`src/rtl/bdgn_ram.sv`:
```
module bdgn_ram #(
    parameter int WIDTH = 8,
    parameter int DEPTH = 16,
    localparam int AW = (DEPTH > 1) ? $clog2(DEPTH) : 1
) (
    input  logic             aclk,
    input  logic             we,
    input  logic [AW-1:0]    waddr,
    input  logic [WIDTH-1:0] wdata,
    input  logic [AW-1:0]    raddr,
    output logic [WIDTH-1:0] rdata
);

    logic [WIDTH-1:0] mem [DEPTH];

    always_ff @(posedge aclk) begin
        if (we) begin
            mem[waddr] <= wdata;
        end
        rdata <= mem[raddr];
    end

endmodule

```
`config.mk`:
```
export PLATFORM = sky130hd
export DESIGN_NAME = bdgn_ram
export DESIGN_NICKNAME = d
export VERILOG_FILES = /design/src/rtl/bdgn_ram.sv
export SDC_FILE = /design/constraint.sdc
export NUM_CORES = 1
export LEC_CHECK = 0
export BUFFER_PORTS_ARGS = -buffer_cell sky130_fd_sc_hd__buf_4
export CAP_MARGIN = 30
export CORE_ASPECT_RATIO = 1.2
export CORE_MARGIN = 3
export CORE_UTILIZATION = 24
export DETAILED_ROUTE_END_ITERATION = 10
export GPL_ROUTABILITY_DRIVEN = 1
export PLACE_DENSITY_LB_ADDON = 0.2
export SYNTH_ARGS = -nofsm -noshare
export SYNTH_HDL_FRONTEND = slang
export SYNTH_SLANG_ARGS = --single-unit
```
`constraint.sdc`:
```
create_clock -name aclk -period 2.3 [get_ports aclk]
set_input_delay 0.23 -clock aclk [delete_from_list [all_inputs] [get_ports aclk]]
set_output_delay 0.23 -clock aclk [all_outputs]
set_load 0.01 [all_outputs]
```
== Yosys cells after proc, flatten, opt, wreduce, memory -nomap -nowiden ==
Memories as Yosys holds them, arrays and structs flattened. A register that Yosys moved wholly into a read port is not among the register bits.
Index checks and enable logic that the tools add are counted.

* Input bits: 18
* Word-level logic and storage cells: 3
* Memory bits (writable): 128
* Output and inout port bits: 8
* Register bits: 0
* Memories: 1

{| class="wikitable"
|+ Memory list
! memory !! words !! bits a word !! read ports !! clocked after Yosys merged registers in !! write ports !! RTL line !! RTL
|-
| mem || 16 || 8 || 1 || 1 || 1 || 14 || <nowiki>logic [WIDTH-1:0] mem [DEPTH];</nowiki>
|}

* Muxes and demuxes: 2

{| class="wikitable"
|+ Operators by type and width
! operator !! count
|-
| $mux W1 || 2
|}

== Logic depth before layout (Yosys ltp) ==
Gate-level depths: netlist (run 1).

* Depth in word-level cells: 2
* Depth in mapped cells: 5

== Worst setup path after synthesis (run 1) ==
Ideal clock, no wire load.

* Path kind: input-to-reg
* From: in waddr[2]
* To: mem mem[0][0] (enable)
* Stages on the path: 2
* Buffers on the path: 0
* Required time: 1,917 ps
* Setup slack: 577 ps
* Library setup time: 383 ps
* Data arrival time: 1,340 ps
* Path through: or3b_2 nor3_1

{| class="wikitable"
|+ RTL lines
! what !! RTL line !! RTL
|-
| from (decl) || 8 || <nowiki>input logic [AW-1:0] waddr,</nowiki>
|-
| to (decl) || 14 ||
|}

Straight into the memory's write port.

==> results_dict.tcl, run 1 <==
set metrics [dict create \
    status "finished clean" \
    synthTopCellsByArea "edfxtp_1 (75%), mux4_2 (7.9%), mux4_1 (7.1%)" \
    clock-sinks 136 \
    critPathRequiredTime_ps 2600 \
    cts_resized 0 \
    regToRegSetupSlack_ps 950 \
    maxSlewViolCount 0 \
    end_kind "register" \
    seq_area_frac_synth_pct 77.8 \
    root_buffer "clkbuf_16" \
    crit_end "rdata[1]" \
    antenna_found_initial 0 \
    intPower_mw 4.65 \
    grt_overflow 0 \
    finalHoldViolCount 0 \
    rows 58 \
    via_per_inst 4.26 \
    die_w_um 140 \
    synthDistinctLibCells 19 \
    max_freq_ghz 0.739 \
    cts_max_path_buffers 2 \
    cts_tree "yes" \
    cp_max_fo 1 \
    worst_r2r_path_depth 3 \
    irDropWorstVdd_mv 0.453 \
    fillerInstances 2079 \
    finalCritPeriodShare_pct 58.8 \
    ant_nets 0 \
    slowest_delay_ps 490 \
    wl_met3_um 367 \
    hold_buffers 0 \
    maxSlewHeadroom_pct 50.3 \
    diodes 0 \
    die_area_um2 23200 \
    power_frac_clock_pct 47.2 \
    min_path_type "input port to register" \
    port_buffers 25 \
    worst_pin_slew_ps 743 \
    wl_met2_um 5400 \
    setup_viol 0 \
    first_pass_iters 4 \
    grt_pass1_wl_um 16800 \
    netlist.area_leader.share_pct 74.7 \
    clock_latency_ps 420 \
    cellPowerDensity_nw_per_um2 914 \
    p_sw_share_pct 20.1 \
    die_y_um 166 \
    cts_buffers 17 \
    ys_warn_count 0 \
    timing.max_cap.violations 0 \
    ys_ff_latch 136 \
    nNetsFinal 300 \
    synth.avg_cell_area_um2 22.5 \
    syn_nets 247 \
    instances_no_fill 565 \
    initialDrtViolationCount 163 \
    path_cells "mux4_1 > a22oi_1 > nand2_1" \
    maxUsedRoutingLayer "met4" \
    ios 26 \
    dp_hpwl_um 6990 \
    finClkSkew_ps 6.31 \
    dpl.cell_count 533 \
    cp-start-kind "register" \
    power.switching_mw 1.17 \
    wl_met1_um 5060 \
    yosys.area.top_type "edfxtp_1" \
    syn_to_final_growth_pct 23.6 \
    crit_type "register to register" \
    drc 0 \
    num_vias 2407 \
    cts_post_setup_buffers_inserted 0 \
    rr_startpoint "mem[2][1]" \
    place_congestion 0.667 \
    critPathLaunch "mem[2][1]" \
    drive_gt1_share_pct 31.9 \
    drt_wl_total_um 11000 \
    comb_power_share_pct 4.8 \
    cts.clk_slew.worst_paths_ps 60 \
    syn_area_um2 5150 \
    fin_crit_ps 1350 \
    grt_pass1_vias 2660 \
    rr_endpoint "rdata[1]" \
    postSynthCellCount 229 \
    slowest_stage "mux4_1" \
    leakagePower_nw 2.11 \
    cts-htree-levels 4 \
    grt_usage_pct 9.99 \
    pwr-share-seq_pct 48.0 \
    fp.coreArea_um2 21000 \
    wl_per_cell_um 19.5 \
    initial_core_util_pct 24.5 \
    fin_setup_tns_ps 0 \
    grt_max_degree 33 \
    cp.arrival_ps 1650 \
    rsz0062_at_grt "false" \
]
[layout make-up]
type | count | area [um2] | area share [%]
well taps | 270 | 338 | 5.31
flip-flops and latches | 136 | 4000 | 63.0
multi-input cells | 83 | 1060 | 16.6
repair buffers | 44 | 355 | 5.59
clock inverters | 13 | 153 | 2.40
clock buffers | 19 | 453 | 7.12
[how the worst min path moves through the flow]
stage	from	endpoint	depth (start not counted)
after floorplan	wdata[0]	mem[0][0]	0
after global placement	wdata[4]	mem[15][4]	1
after detailed placement	wdata[4]	mem[12][4]	1
after CTS	wdata[4]	mem[9][4]	1
after global routing	wdata[4]	mem[11][4]	1
final	wdata[6]	mem[10][6]	1
[registers in the layout (all words and copies together) (netlist names)]
name,flops
rdata,8
mem,128
[cells by family after synthesis]
family          after synthesis  synth area share (%)
flops                       136                  77.8
simple gates                 35                  3.18
mux                          32                  15.0
compound gates               16                  2.33
buf+inv                      10                  1.68
[power groups by stage]
stage	logic (mW)	clock network, mW	registers (mW)
floorplan	0.141	0	2.84
global placement	0.288	0	2.84
detailed placement	0.292	0	2.84
CTS	0.292	2.82	2.79
global route	0.309	2.93	2.79
finish	0.282	2.75	2.79
[cells in the final DEF (no fill, tap or decap)]
cell type	count
a22oi_1	16
and2_1	1
and2b_1	1
buf_12	2
buf_4	42
bufinv_16	3
clkbuf_16	17
clkbuf_8	2
clkinv_1	1
clkinv_2	4
clkinv_4	1
clkinvlp_4	4
dfxtp_1	8
edfxtp_1	128
mux4_1	14
mux4_2	18
nand2_1	9
nand2b_1	2
nand3_1	1
nand3b_1	2
nor2_1	13
nor2b_1	1
nor3_1	4
or3b_2	1
[critical path: cells and delay by family, from the launching register on]
kind,cells,cell delay [ps]
flip-flops,1,360
AND/OR/NAND/NOR,1,90
multiplexers,1,490
AO/OA/AOI/OAI,1,310
[per-layer routing]
| layer | GRT usage (%) | vias to the layer above |
|---|---|---|
| li1 | - | 1084 |
| met1 | 12.6 | 1265 |
| met2 | 15.9 | 46 |
| met3 | 3.30 | 12 |
| met4 | 3.92 | 0 |
| met5 | 0 | - |
[per-stage QoR]
| stage | power, mW | area (um2) | utilization, % | hold slack [ps] | worst slack [ps] |
|---|---|---|---|---|---|
| floorplan | 2.98 | 5150 | - | 329 | 577 |
| global placement | 3.13 | 5750 | 27.3 | 549 | 518 |
| detailed placement | 3.13 | 5750 | 27.3 | 554 | 529 |
| CTS | 5.90 | 6360 | 30.2 | 107 | 903 |
| global route | 6.04 | 6360 | 30.2 | 121 | 858 |
| finish | 5.82 | 6360 | 30.2 | 126 | 947 |
[synth_stat cells]
library cell     number
edfxtp_1            128
mux4_2               18
a22oi_1              16
mux4_1               14
nor2_1               13
nand2_1               9
dfxtp_1               8
nor3_1                4
buf_2                 3
buf_6                 3
clkdlybuf4s25_2       3
nand2b_1              2
nand3b_1              2
and2_1                1
and2b_1               1
buf_4                 1
nand3_1               1
nor2b_1               1
or3b_2                1
Power figures use the tool's default switching activity.
==> inputs of run 2 (changes only) <==
clock period = 1.3 ns   (was 2.3 ns; I/O delays follow)
==> run 2 against run 1 <==
  * Count of clock-buffer cells in the layout rose by 1
  * Largest cell class unchanged
  * Critical path depth unchanged
  * Critical endpoint is now rdata[4]
  * Final cell count up 1.8%
  * Critical path type unchanged
  * Sequential share of layout area down 2.0 points
  * Utilization is 0.99 points higher
  * Global-route usage up 0.24 points
  * First-iteration DRC count grew 0.61%
==> results_dict.tcl, run 2 (same netlist as run 1, synthesis figures left out) <==
set metrics [dict create \
    antenna_found_initial 0 \
    via_per_inst 4.27 \
    cp_max_fo 1 \
    crit_type "register to register" \
    dpl.cell_count 542 \
    fin_hold_ws_ps 33.9 \
    fillerInstances 2052 \
    die_w_um 140 \
    final_common_cell "edfxtp_1" \
    port_buffers 25 \
    min_path_cells 1 \
    rr_endpoint "rdata[4]" \
    maxSlewViolCount 0 \
    timing.max_cap.violations 0 \
    num_vias 2453 \
    cts_max_path_buffers 2 \
    maxUsedRoutingLayer "met4" \
    end_kind "register" \
    rr_startpoint "mem[15][4]" \
    worst_pin_slew_ps 893 \
    leakagePower_nw 2.18 \
    rsz0062_at_grt "true" \
    grt_pass1_wl_um 17200 \
    place_congestion 0.675 \
    clock-sinks 136 \
    cts_post_setup_buffers_inserted 0 \
    maxSlewHeadroom_pct 40.3 \
    syn_to_final_growth_pct 27.6 \
    cts-htree-levels 4 \
    hp-start "wdata[6]" \
    die_area_um2 23200 \
    ant_nets 0 \
    setup_viol 0 \
    finalHoldViolCount 0 \
    wl_met2_um 5560 \
    cellPowerDensity_nw_per_um2 1630 \
    final_core_util_pct 31.2 \
    max_freq_ghz 0.784 \
    wl_met1_um 5000 \
    drt_wl_total_um 11200 \
    cp-start-kind "register" \
    setup_slack_ps 25.2 \
    first_pass_iters 4 \
    largest_reg_flops 128 \
    clock_latency_ps 410 \
    slowest_delay_ps 520 \
    fin_crit_ps 1270 \
    wl_per_cell_um 19.5 \
    stdcell_area_um2 6570 \
    initialDrtViolationCount 164 \
    hold_buffers 0 \
    cts_tree "yes" \
    irDropWorstVdd_mv 0.874 \
    path_cells "mux4_2 > a22oi_2 > nand2_2" \
    placed_cell_area_um2 5890 \
    die_y_um 166 \
    fp.coreArea_um2 21000 \
    critPathRequiredTime_ps 1580 \
    critical-path-top-delay-family "multiplexers" \
    cts.clk_slew.worst_paths_ps 60 \
    path_buf_inv 0 \
    status "finished clean" \
    dp_hpwl_um 7510 \
    cts_buffers 17 \
    wl_met3_um 497 \
    regToRegSetupSlack_ps 30 \
    cp.arrival_ps 1560 \
    fin_setup_tns_ps 0 \
    instances_no_fill 575 \
    top_regs "mem (128), rdata (8)" \
    initial_core_util_pct 24.5 \
    min_to "mem[6][6]" \
    finClkSkew_ps 5.60 \
    slowest_stage "mux4_2" \
    drc 0 \
    drive_gt1_share_pct 39.7 \
    final_cell_mix "edfxtp_1 (128), buf_4 (48), mux4_2 (24)" \
    grt_pass1_vias 2756 \
    root_buffer "clkbuf_16" \
    finalCritPeriodShare_pct 98.1 \
    grt_usage_pct 10.2 \
    grt_overflow 0 \
    ios 26 \
    top_register "mem" \
    min_path_type "input port to register" \
    worst_r2r_path_depth 3 \
    rows 58 \
    power_mw 10.7 \
    place_ws_ps -305 \
    diodes 0 \
    nNetsFinal 310 \
    grt_max_degree 17 \
]
run 2: cell types whose count changed in the layout (fill, tap and decap cells not counted), moves of 3 or more:
cell	change
a22oi_1	-10
a22oi_2	+10
buf_12	+4
buf_4	+6
clkinv_2	-4
mux4_1	-6
mux4_2	+6
nor3_1	-3
nor3_2	+3
run 2: worst max path at each step:
stage,startpoint,cells after the start,end,slack [ps]
floorplan,waddr[2],2,mem[3][0],-100
global placement,raddr[0],5,rdata[5],-320
detailed placement,raddr[0],5,rdata[5],-300
CTS,mem[15][0],3,rdata[0],-2
global route,mem[0][4],3,rdata[4],-40
finish,mem[15][4],3,rdata[4],30
run 2: cell type report:
type	instances	area, um2	share of cell area, %
clock buffers	20	447	6.80
repair buffers	54	480	7.31
clock inverters	12	198	3.01
multi-input cells	83	1100	16.8
flip-flops and latches	136	4000	61.0
well taps	270	338	5.14
run 2: per-layer routing:
| layer | track usage [%] | vias to the layer above |
|---|---|---|
| li1 | - | 1098 |
| met1 | 13.3 | 1290 |
| met2 | 16.2 | 54 |
| met3 | 3.13 | 11 |
| met4 | 3.92 | 0 |
| met5 | 0 | - |
run 2: power breakdown:
part	switching (mW)	internal (mW)
sequential	0.0358	4.90
combinational	0.297	0.276
clock	1.73	3.45
total	2.07	8.63
run 2: what timing repair did:
item                                    4_1_cts  5_1_grt
resized for setup                            13        4
gates cloned                                  0        0
pin swaps                                     6        3
endpoints found under the setup margin        7        7
==> inputs of run 3 (changes only) <==
RECOVER_POWER = 100   (was default)
SLEW_MARGIN = 20   (was default)
==> run 3 against run 2 <==
  * Utilization shrank 0.59 points
  * Critical path depth unchanged
  * Final cell count unchanged
  * Die area unchanged
  * Largest power group unchanged
  * Highest routed layer unchanged
  * First-iteration DRC count fell by 7.9%
  * Combinational power is 7.2% lower
  * Clock power about the same
  * Clock skew barely moved
  * Critical endpoint unchanged
==> results_dict.tcl, run 3 (same netlist as run 1, synthesis figures left out) <==
set metrics [dict create \
    stdcell_area_um2 6440 \
    drt_wl_total_um 11200 \
    via_per_inst 4.30 \
    crit_type "register to register" \
    end_kind "register" \
    cts_max_path_buffers 2 \
    fillerInstances 2078 \
    first_pass_iters 4 \
    diodes 0 \
    rsz0062_at_grt "true" \
    syn_to_final_growth_pct 25.2 \
    clock-sinks 136 \
    cp.arrival_ps 1570 \
    maxSlewViolCount 0 \
    grt_overflow 0 \
    finalCritPeriodShare_pct 99.1 \
    finClkSkew_ps 5.53 \
    finalHoldViolCount 0 \
    largest_reg_flops 128 \
    final_cell_mix "edfxtp_1 (128), mux4_2 (24), clkbuf_1 (23)" \
    initialDrtViolationCount 151 \
    irDropWorstVdd_mv 0.878 \
    wl_per_cell_um 19.5 \
    timing.max_cap.violations 0 \
    status "finished clean" \
    antenna_found_initial 0 \
    drive_gt1_share_pct 31.8 \
    grt_pass1_vias 2756 \
    top_regs "mem (128), rdata (8)" \
    cts.clk_slew.worst_paths_ps 60 \
    grt_pass1_wl_um 17200 \
    nNetsFinal 310 \
    cts-htree-levels 4 \
    cts_post_setup_buffers_inserted 0 \
    power.switching_mw 2.07 \
    fin_crit_ps 1290 \
    setup_viol 0 \
    hold_buffers 0 \
    fp.coreArea_um2 21000 \
    cts_tree "yes" \
    maxSlewHeadroom_pct 39.4 \
    p_sw_share_pct 19.4 \
    grt_max_degree 17 \
    die_y_um 166 \
    multiInputGateArea_um2 1090 \
    port_buffers 25 \
    pwr-share-seq_pct 46.4 \
    place_congestion 0.675 \
    die_w_um 140 \
    ant_nets 0 \
    top_register "mem" \
    cellPowerDensity_nw_per_um2 1650 \
    cp-start-kind "register" \
    intPower_mw 8.59 \
    final_core_util_pct 30.6 \
    cts_buffers 17 \
    ios 26 \
    root_buffer "clkbuf_16" \
    min_path_type "input port to register" \
    cp_max_fo 1 \
    leakagePower_nw 2.08 \
    dp_hpwl_um 7510 \
    comb_power_share_pct 5.0 \
    initial_core_util_pct 24.5 \
    placed_cell_area_um2 5890 \
    final_common_cell "edfxtp_1" \
    max_freq_ghz 0.776 \
    num_vias 2471 \
    regArea_um2 4000 \
    clock_latency_ps 410 \
    grt_usage_pct 10.2 \
    regToRegSetupSlack_ps 10 \
    worst_pin_slew_ps 908 \
    die_area_um2 23200 \
    critPathRequiredTime_ps 1580 \
    power_frac_clock_pct 48.7 \
    rows 58 \
    power_mw 10.7 \
    drc 0 \
]
[run 3: cell types whose count changed in the layout (fill, tap and decap cells not counted), sizes merged]
cell    previous run  this run
buf               54        16
clkbuf            20        58
[run 3: final timing paths]
kind | start | to | depth (start not counted)
worst max register to register | mem[15][4] | rdata[4] | 3
worst min-delay path | raddr[3] | rdata[3] | 4
worst min register to register | mem[4][3] | rdata[3] | 3
worst max-delay path | mem[15][4] | rdata[4] | 3
[run 3: cell type report]
cell class	count	area share, %
sequential	136	62.1
multi-input combinational	83	16.9
clock buffer	20	6.93
timing repair buffer	54	5.77
tap	270	5.24
clock inverter	12	3.07
[run 3: metrics by stage]
stage	cells	setup TNS [ps]	hold slack (ps)	worst slack, ps
after detailed placement	542	-5230	462	-305
after CTS	574	-2.26	17.7	-2.26
after global routing	575	-165	218	-44.7
after global placement	542	-4830	455	-319
final	575	0	204	12.1
after floorplan	229	-2940	229	-96.1
[run 3: power by group through the flow]
stage | registers [mW] | logic (mW) | clock network, mW
2_1_floorplan | 5.03 | 0.250 | 0
3_3_place_gp | 5.03 | 0.557 | 0
3_5_place_dp | 5.03 | 0.565 | 0
4_1_cts | 4.94 | 0.586 | 5.33
5_1_grt | 4.95 | 0.583 | 5.52
6_report | 4.94 | 0.532 | 5.19
[run 3: metal layers]
| metal | part of all wire, % | vias up | global-route usage, % | wire [um] |
|---|---|---|---|---|
| met5 | 0 | - | 0 | 0 |
| met3 | 3.5 | 13 | 3.13 | 392 |
| met4 | 1.4 | 0 | 3.92 | 158 |
| met1 | 46 | 1305 | 13.3 | 5110 |
| met2 | 49 | 54 | 16.2 | 5540 |
| li1 | - | 1099 | - | - |
[run 3: what timing repair did]
item | 4_1_cts | 5_1_grt
pin swaps | 6 | 3
gates resized for setup | 13 | 4
setup endpoints to repair | 7 | 7
hold endpoints to repair | 0 | 0
[run 3: critical path, stage by stage, from the launching register on]
cell      delay, ps
edfxtp_1        350
mux4_2          530
a22oi_2         170
nand2_2         110
